--- src/design/ppmr_pkg.sv ---
// ----------------------------------------------------------------------------
// ppmr_pkg
// Types and constants shared by the per-peer message reassembler modules.
// ----------------------------------------------------------------------------
`timescale 1ns / 1ps
`default_nettype none

package ppmr_pkg;

  localparam int unsigned MSG_LEN_W   = 11;
  localparam int unsigned PEER_SLOT_W = 2;
  localparam int unsigned HDR_LEN     = 8;
  localparam logic [7:0]  HDR_BYTE0   = 8'h01;
  localparam logic [7:0]  HDR_BYTE1   = 8'hFE;

  typedef enum logic [1:0] {
    STAT_NONE     = 2'd0,
    STAT_COMPLETE = 2'd1,
    STAT_IGNORED  = 2'd2,
    STAT_READ     = 2'd3
  } status_e;

  typedef enum logic [1:0] {
    SCAN_OVERRUN = 2'd0,
    SCAN_BAD_HDR = 2'd1,
    SCAN_OVERSIZE = 2'd2
  } scan_ctx_e;

  typedef struct packed {
    logic go;
    logic skip_first;
  } scan_cmd_t;

  typedef struct packed {
    status_e                status;
    logic [PEER_SLOT_W-1:0] peer_slot;
    logic [MSG_LEN_W-1:0]   message_length;
    logic [7:0]             read_data;
    logic [31:0]            gap_count;
    logic [31:0]            resync_count;
  } result_t;

endpackage

`default_nettype wire

--- src/design/ppmr_scan.sv ---
// ----------------------------------------------------------------------------
// ppmr_scan
// Resync engine: searches a peer buffer for a header start and moves the
// bytes from there to the front, one byte at a time, each read then written.
// ----------------------------------------------------------------------------
`timescale 1ns / 1ps
`default_nettype none

module ppmr_scan #(
  parameter int BUFFER_BYTES = 1024,
  localparam int FILL_W = $clog2(BUFFER_BYTES + 1),
  localparam int IDX_W  = $clog2(BUFFER_BYTES)
) (
  input  wire logic                clk_i,
  input  wire logic                rst_ni,
  input  wire ppmr_pkg::scan_cmd_t cmd_i,
  input  wire logic [FILL_W-1:0]   fill_i,
  output      logic                done_o,
  output      logic [FILL_W-1:0]   new_fill_o,
  output      logic                rd_en_o,
  output      logic [IDX_W-1:0]    rd_idx_o,
  input  wire logic [7:0]          rd_data_i,
  output      logic                wr_en_o,
  output      logic [IDX_W-1:0]    wr_idx_o,
  output      logic [7:0]          wr_data_o
);

  typedef enum logic [4:0] {
    SC_IDLE = 5'b00001,
    SC_SRD  = 5'b00010,
    SC_SCHK = 5'b00100,
    SC_CRD  = 5'b01000,
    SC_CWR  = 5'b10000
  } scan_state_e;

  scan_state_e       state_q, state_d;
  logic [FILL_W-1:0] fill_q, fill_d;
  logic              skip_q, skip_d;
  logic [FILL_W-1:0] j_q, j_d;
  logic              prev01_q, prev01_d;
  logic [FILL_W-1:0] src_q, src_d;
  logic [FILL_W-1:0] k_q, k_d;
  logic [FILL_W-1:0] rem_q, rem_d;
  logic              done_q, done_d;
  logic [FILL_W-1:0] nf_q, nf_d;
  logic [FILL_W-1:0] start_v;
  logic [FILL_W-1:0] match_i;
  logic [FILL_W-1:0] src_idx;

  always_comb begin
    state_d   = state_q;
    fill_d    = fill_q;
    skip_d    = skip_q;
    j_d       = j_q;
    prev01_d  = prev01_q;
    src_d     = src_q;
    k_d       = k_q;
    rem_d     = rem_q;
    done_d    = 1'b0;
    nf_d      = nf_q;
    rd_en_o   = 1'b0;
    rd_idx_o  = '0;
    wr_en_o   = 1'b0;
    wr_idx_o  = '0;
    wr_data_o = '0;
    start_v   = FILL_W'(cmd_i.skip_first);
    match_i   = j_q - FILL_W'(1);
    src_idx   = src_q + k_q;
    case (state_q)
      SC_IDLE: begin
        if (cmd_i.go) begin
          fill_d   = fill_i;
          skip_d   = cmd_i.skip_first;
          j_d      = start_v;
          prev01_d = 1'b0;
          if (start_v >= fill_i) begin
            done_d = 1'b1;
            nf_d   = '0;
          end else begin
            state_d = SC_SRD;
          end
        end
      end
      SC_SRD: begin
        rd_en_o  = 1'b1;
        rd_idx_o = j_q[IDX_W-1:0];
        state_d  = SC_SCHK;
      end
      SC_SCHK: begin
        if (j_q > FILL_W'(skip_q) && prev01_q && rd_data_i == ppmr_pkg::HDR_BYTE1) begin
          if (match_i == '0) begin
            done_d  = 1'b1;
            nf_d    = fill_q;
            state_d = SC_IDLE;
          end else begin
            src_d   = match_i;
            k_d     = '0;
            rem_d   = fill_q - match_i;
            state_d = SC_CRD;
          end
        end else if ((j_q + FILL_W'(1)) < fill_q) begin
          prev01_d = (rd_data_i == ppmr_pkg::HDR_BYTE0);
          j_d      = j_q + FILL_W'(1);
          state_d  = SC_SRD;
        end else begin
          // keep a trailing lone header start byte
          if (rd_data_i == ppmr_pkg::HDR_BYTE0) begin
            wr_en_o   = 1'b1;
            wr_data_o = ppmr_pkg::HDR_BYTE0;
            nf_d      = FILL_W'(1);
          end else begin
            nf_d = '0;
          end
          done_d  = 1'b1;
          state_d = SC_IDLE;
        end
      end
      SC_CRD: begin
        rd_en_o  = 1'b1;
        rd_idx_o = src_idx[IDX_W-1:0];
        state_d  = SC_CWR;
      end
      SC_CWR: begin
        wr_en_o   = 1'b1;
        wr_idx_o  = k_q[IDX_W-1:0];
        wr_data_o = rd_data_i;
        k_d       = k_q + FILL_W'(1);
        if ((k_q + FILL_W'(1)) == rem_q) begin
          done_d  = 1'b1;
          nf_d    = rem_q;
          state_d = SC_IDLE;
        end else begin
          state_d = SC_CRD;
        end
      end
      default: state_d = SC_IDLE;
    endcase
  end

  always_ff @(posedge clk_i or negedge rst_ni) begin
    if (!rst_ni) begin
      state_q <= SC_IDLE;
      done_q  <= 1'b0;
    end else begin
      state_q <= state_d;
      done_q  <= done_d;
    end
  end

  always_ff @(posedge clk_i) begin
    fill_q   <= fill_d;
    skip_q   <= skip_d;
    j_q      <= j_d;
    prev01_q <= prev01_d;
    src_q    <= src_d;
    k_q      <= k_d;
    rem_q    <= rem_d;
    nf_q     <= nf_d;
  end

  assign done_o     = done_q;
  assign new_fill_o = nf_q;

endmodule

`default_nettype wire

--- config.mk ---
export PLATFORM = sky130hd
export DESIGN_NAME = ppmr_scan
export DESIGN_NICKNAME = d
export VERILOG_FILES = /design/src/design/ppmr_pkg.sv /design/src/design/ppmr_scan.sv
export SDC_FILE = /design/constraint.sdc
export NUM_CORES = 1
export LEC_CHECK = 0
export BUFFER_PORTS_ARGS = -buffer_cell sky130_fd_sc_hd__buf_4
export CAP_MARGIN = 20
export CORE_UTILIZATION = 40
export CTS_BUF_LIST = sky130_fd_sc_hd__clkbuf_4
export CTS_CLUSTER_SIZE = 40
export DETAILED_ROUTE_END_ITERATION = 7
export PLACE_DENSITY = 0.57
export SLEW_MARGIN = 30
export SYNTH_ARGS = -nofsm -noshare
export SYNTH_HDL_FRONTEND = slang
export SYNTH_SLANG_ARGS = --single-unit
export TNS_END_PERCENT = 10
--- constraint.sdc ---
create_clock -name clk_i -period 4.83 [get_ports clk_i]
set_clock_uncertainty 0.15 [all_clocks]
set_input_delay 0.2415 -clock clk_i [delete_from_list [all_inputs] [get_ports clk_i]]
set_output_delay 0.2415 -clock clk_i [all_outputs]
set_load 0.02 [all_outputs]
==> results.toml, run 1 <==
[worst_setup_path]
path_class = "reg2out"
arrival_ns = 3.55
r2r_start = "j_q[0]$_DFFE_PP_"
critPathMaxFanout = 11
r2r-end = "rem_q[9]$_DFFE_PP_"
cp_num_cells = 10
cp_num_buf_inv = 1
crit_chain = "nand3_1 > nor2_1 > nand4_1 > xnor2_1 > ha_1 > or3_1 > o31ai_1 > nand2_1 > a21o_1 > buf_4"
cp-start-kind = "flip-flop"
critical_path.top_delay_family = "simple AND/OR/NAND/NOR gates"
r2r_slack_ns = 1.02
slowest_stage = "edfxtp_1"
worstPathRequired_ns = 4.44
end_kind = "primary output"
slowest_delay_ns = 0.59
reg2reg_depth = 13

[synthesis]
ys_types = 65
ys_seq_elements = 73
ys_warn_count = 0
ys_async_sr_fraction = 0.0822
syn_nets = 550
syn_inst = 489
synth_flop_cell = "edfxtp_1"
synth_seq_area_share = 0.432
synth-edff-count = 67
syn_area_per_cell_sq_um = 10.2
synth_area_sq_mm = 0.00500

[job]
cap_violations = 0

[sta]
hold_viol = 0
tightest_slew_ns = 0.839
tns_ns = 0
post-route-period-util = 0.817
fin_crit_ns = 3.95
rsz0062_at_grt = "no"
setup_violations = 0
fmaxAchievable_mhz = 253
slew_headroom = 0.438
drv_slew = 0

[detailed_routing]
vias = 3940
drc = 0
antenna_left = 0
drtIter0Drc = 259
drt_first_pass_iters = 5
wire_per_inst_microns = 18.2
routed_wl_mm = 13.3
viasPerCell = 5.40

[floorplanning]
die_area_sq_mm = 0.0130
core_area_sq_mm = 0.0121
rows = 40
die_w_microns = 114
ioPinCount = 65
start_util = 0.413
die_h_microns = 114

[final_layout]
area_growth_pct = 17.4
drive_gt1_frac = 0.178
diodes = 0
final_util = 0.485
num-nets-final = 618

[power]
ir_drop_uv = 268
leakagePower_nw = 2.36
p_per_area_mw_per_mm2 = 362

[clocking]
worstSkewPairLatency_ns = 0.46
clockBufferDepth = 2
htree_levels = 3
clkSinkCount = 73
ctsResizeCount = 0
cts-root-buf = "clkbuf_4"
post-cts-setup-buffers = 0
cts.clk_slew.worst_paths_ns = 0.15
tritoncts = "done"
cts_buffers = 9

[worst_hold_path]
min-delay-start = "rd_data_i[7]"
hold_class = "in2reg"
hold_path_end = "prev01_q$_SDFFCE_PN0P_"
holdPathStages = 4

[grt]
grt_max_degree = 32
grt_pass1_wl_mm = 20.8
track_usage = 0.220
grt.overflow.total = 0
antenna_found_initial = 0
grt_pass1_vias = 3841

[placed_design]
gp_congestion = 0.892
port_buffers = 64
dpl.hpwl_mm = 10.3

[outcome]
status = "complete, no violations"
## registers in the layout, indices dropped and copies added (netlist names)
register / count
prev01_q: 1
new_fill_o: 11
state_q: 5
fill_q: 11
k_q: 11
rem_q: 11
j_q: 11
skip_q: 1
src_q: 10
done_o: 1
## placed cells by master, fill, tap and decap left out, drive strengths merged, types with 17 or more instances in the layout
| cell | count |
|---|---|
| a21oi | 18 |
| a22o | 19 |
| and2 | 18 |
| buf | 67 |
| edfxtp | 67 |
| ha | 36 |
| inv | 37 |
| nand2 | 27 |
| nand3 | 21 |
| nor2 | 36 |
| nor3 | 17 |
| xnor2 | 32 |
| xor2 | 17 |
## tightest hold or removal path: stages
cell     delay [ns]
buf_4          0.09
nor4b_1        0.04
nand2_1        0.05
nor2_1         0.09
## what timing repair did
item / CTS / global route
hold buffers: 14 / 0
setup endpoints to repair: 0 / 0
hold endpoints to repair: 19 / 0
## power breakdown
part           internal (W)  leakage [nW]  switching (W)
combinational      0.000335          1.63       0.000455
clock              0.000156        0.0679       0.000244
sequential         0.000821         0.655       0.000117
total               0.00131          2.36       0.000816
## metal layers
metal	part of all wire	vias to the layer above	global-route usage
li1	-	1913	-
met1	0.45	1870	0.290
met2	0.47	139	0.351
met3	0.054	18	0.0473
met4	0.024	0	0.0883
met5	0	-	0
## worst max-delay path by stage
stage                              end  slack, ns            startpoint
finish                         wr_en_o       0.88  j_q[2]$_SDFFCE_PN0P_
global route                   wr_en_o       0.61      j_q[0]$_DFFE_PP_
CTS                            wr_en_o       0.89      j_q[0]$_DFFE_PP_
detailed placement  rem_q[9]$_DFFE_PP_       1.06      j_q[0]$_DFFE_PP_
global placement    rem_q[9]$_DFFE_PP_       1.19      j_q[0]$_DFFE_PP_
floorplan           rem_q[9]$_DFFE_PP_       1.48      j_q[0]$_DFFE_PP_
## synth_stat cells, drive strengths merged, types with 2 or more instances
cell     instances  area, sq um
nand3           21          105
a31oi            5         31.3
nor3            17         85.1
or2              2         12.5
o41ai            2         17.5
dfrtp            5          125
or4b             2         20.0
clkbuf          13         52.6
nor4             8         50.1
a21boi           2         15.0
a22o            19          168
mux2i            2         20.0
o21a             4         30.0
o21ai            9         48.8
a21o             6         45.0
mux2             2         22.5
and2            18          113
xor2            17          156
nand2b           3         18.8
ha              36          450
edfxtp          67         2010
o211ai           5         37.5
nor2            36          138
o2111ai          2         17.5
nor4b            3         26.3
inv             37          139
and3             2         12.5
nand2           27          101
nor2b           14         87.6
a32o             2         20.0
fa               2         40.0
a211o            2         26.3
a211oi           2         15.0
nand4            6         37.5
o31ai            3         22.5
or3              6         42.5
nand3b           4         30.0
nor3b            2         15.0
xnor2           32          280
a21oi           18         90.1
or4              2         18.8
buf             11         73.8
## per-stage QoR
step                      instances  hold slack [ns]  area (sq um)  setup WS [ns]  power, W
final                           730           0.0938          5870          0.884   0.00213
after floorplan                 489           -0.204          5000           1.48   0.00149
after detailed placement        700          -0.0971          5590           1.06   0.00173
after CTS                       730           0.0616          5870          0.891   0.00214
after global placement          700          -0.0955          5590           1.19   0.00171
after global routing            730           0.0752          5870          0.609   0.00227
## cell type report
cell class,instances,area [sq um]
Clock inverter,7,71.3
Multi-Input combinational cell,355,2580
Clock buffer,9,67.6
Timing Repair Buffer,81,643
Sequential cell,73,2160
Inverter,37,139
Fill cell,1140,6240
Tap cell,168,210
## cells by family after synthesis
group           after synthesis  share of synthesized area
compound gates               89                      0.132
simple gates                174                      0.184
flops                        73                      0.432
xor+xnor                     50                     0.0918
buf+inv                      61                     0.0530
mux                           4                    0.00850
fa+ha+maj                    38                     0.0980
Power figures use the tool's default switching activity.
==> run 2, diff against run 1 <==
==> constraint.sdc (replaced) <==
create_clock -name clk_i -period 4.05 [get_ports clk_i]
set_clock_uncertainty 0.15 [all_clocks]
set_input_delay 0.2025 -clock clk_i [delete_from_list [all_inputs] [get_ports clk_i]]
set_output_delay 0.2025 -clock clk_i [all_outputs]
set_load 0.02 [all_outputs]
==> results.toml, run 2 (synthesis gave the netlist of run 1 again) <==
[floorplanning]
die_area_sq_mm = 0.0130
rows = 40
start_util = 0.413
ioPinCount = 65
die_h_microns = 114
die_w_microns = 114
core_area_sq_mm = 0.0121

[sta]
fmaxAchievable_mhz = 269
tns_ns = 0
drv_slew = 0
hold_viol = 0
slew_headroom = 0.464
fin_crit_ns = 3.71
tightest_slew_ns = 0.801
post-route-period-util = 0.916
setup_violations = 0
rsz0062_at_grt = "no"

[clocking]
cts.clk_slew.worst_paths_ns = 0.12
tritoncts = "done"
clkSinkCount = 73
worstSkewPairLatency_ns = 0.45
cts-root-buf = "clkbuf_4"
cts_buffers = 9
clockBufferDepth = 2
htree_levels = 3
ctsResizeCount = 0
hold_buffers = 14
post-cts-setup-buffers = 0

[detailed_routing]
wire_per_inst_microns = 18.1
vias = 3943
drc = 0
drtIter0Drc = 268
antenna_left = 0
routed_wl_mm = 13.2
drt_first_pass_iters = 5
viasPerCell = 5.39

[outcome]
status = "complete, no violations"

[worst_setup_path]
r2r_slack_ns = 0.52
end_kind = "primary output"
cp-start-kind = "flip-flop"
arrival_ns = 3.36
path_class = "reg2out"
worstPathRequired_ns = 3.70
critPathMaxFanout = 11

[grt]
grt_pass1_vias = 3783
grt_max_degree = 31
grt_pass1_wl_mm = 20.8
track_usage = 0.218
antenna_found_initial = 0
grt.overflow.total = 0

[final_layout]
drive_gt1_frac = 0.181
diodes = 0
num-nets-final = 620
final_common_cell = "buf_4"
final_cell_mix = "buf_4 (69), edfxtp_1 (67), inv_1 (37)"
area_growth_pct = 18.7
stdcell_count = 732

[power]
ir_drop_uv = 216
pwr-share-comb = 0.358
clock_power_share = 0.225
p_switching_w = 0.000959
p_seq_frac = 0.416
internal_power_w = 0.00169
leakagePower_nw = 2.39
p_per_area_mw_per_mm2 = 446
switching_share = 0.362

[placed_design]
port_buffers = 64
dp_cells = 702
gp_congestion = 0.861
dpl.hpwl_mm = 10.3

[job]
cap_violations = 0

[worst_hold_path]
hold_class = "in2reg"
==> run 2: cell types whose count changed in the layout (fill, tap and decap cells not counted), sizes merged <==
cell	delta
bufinv	+2
clkinvlp	-1
buf	+2
clkinv	-1
==> run 2: through the flow <==
step,utilization,setup slack (ns),area [sq um],hold slack [ns],total power (W)
2_1_floorplan,-,0.704,5000,-0.243,0.00178
3_3_place_gp,0.463,0.638,5610,-0.132,0.00204
3_5_place_dp,0.463,0.529,5610,-0.130,0.00206
4_1_cts,0.490,0.280,5940,0.0146,0.00267
5_1_grt,0.490,0.0938,5940,0.0299,0.00282
6_report,0.490,0.338,5940,0.0559,0.00265
==> run 2: layout make-up <==
class	count	area [sq um]
inverters	37	139
multi-input cells	355	2580
flip-flops and latches	73	2160
repair buffers	83	658
well taps	168	210
clock buffers	9	67.6
clock inverters	7	119
fillers	1143	6180
==> run 2: critical path, cell delays in order, from the launching register on <==
cell,delay [ns]
edfxtp_1,0.58
nand3_1,0.14
nor2_1,0.22
nand4_1,0.14
xnor2_1,0.19
ha_1,0.21
or3_1,0.39
o31ai_1,0.44
nand2_1,0.18
a21o_1,0.25
buf_4,0.16
==> run 2: path summary, 6_finish.rpt <==
check | start | depth (start not counted) | endpoint
max in group asynchronous | rst_ni | 3 | state_q[1]$_DFFE_PN0P_
min in group asynchronous | rst_ni | 2 | state_q[0]$_DFFE_PN1P_
worst max-delay path | j_q[2]$_SDFFCE_PN0P_ | 10 | wr_en_o
worst min register to register | state_q[0]$_DFFE_PN1P_ | 2 | state_q[1]$_DFFE_PN0P_
worst max register to register | j_q[1]$_SDFFCE_PN0P_ | 13 | rem_q[9]$_DFFE_PP_
worst min-delay path | rd_data_i[5] | 4 | prev01_q$_SDFFCE_PN0P_
==> run 2: per-layer routing <==
metal	GRT usage	wire, microns
met5	0	0
met4	0.105	428
met3	0.0367	647
met2	0.348	6110
met1	0.289	6040
==> run 2: power groups by stage <==
stage	logic, W	clock network, W	registers (W)
final	0.000950	0.000597	0.00110
after global routing	0.00107	0.000639	0.00112
after CTS	0.000953	0.000609	0.00110
after detailed placement	0.000937	0	0.00112
after global placement	0.000925	0	0.00112
after floorplan	0.000739	0	0.00104
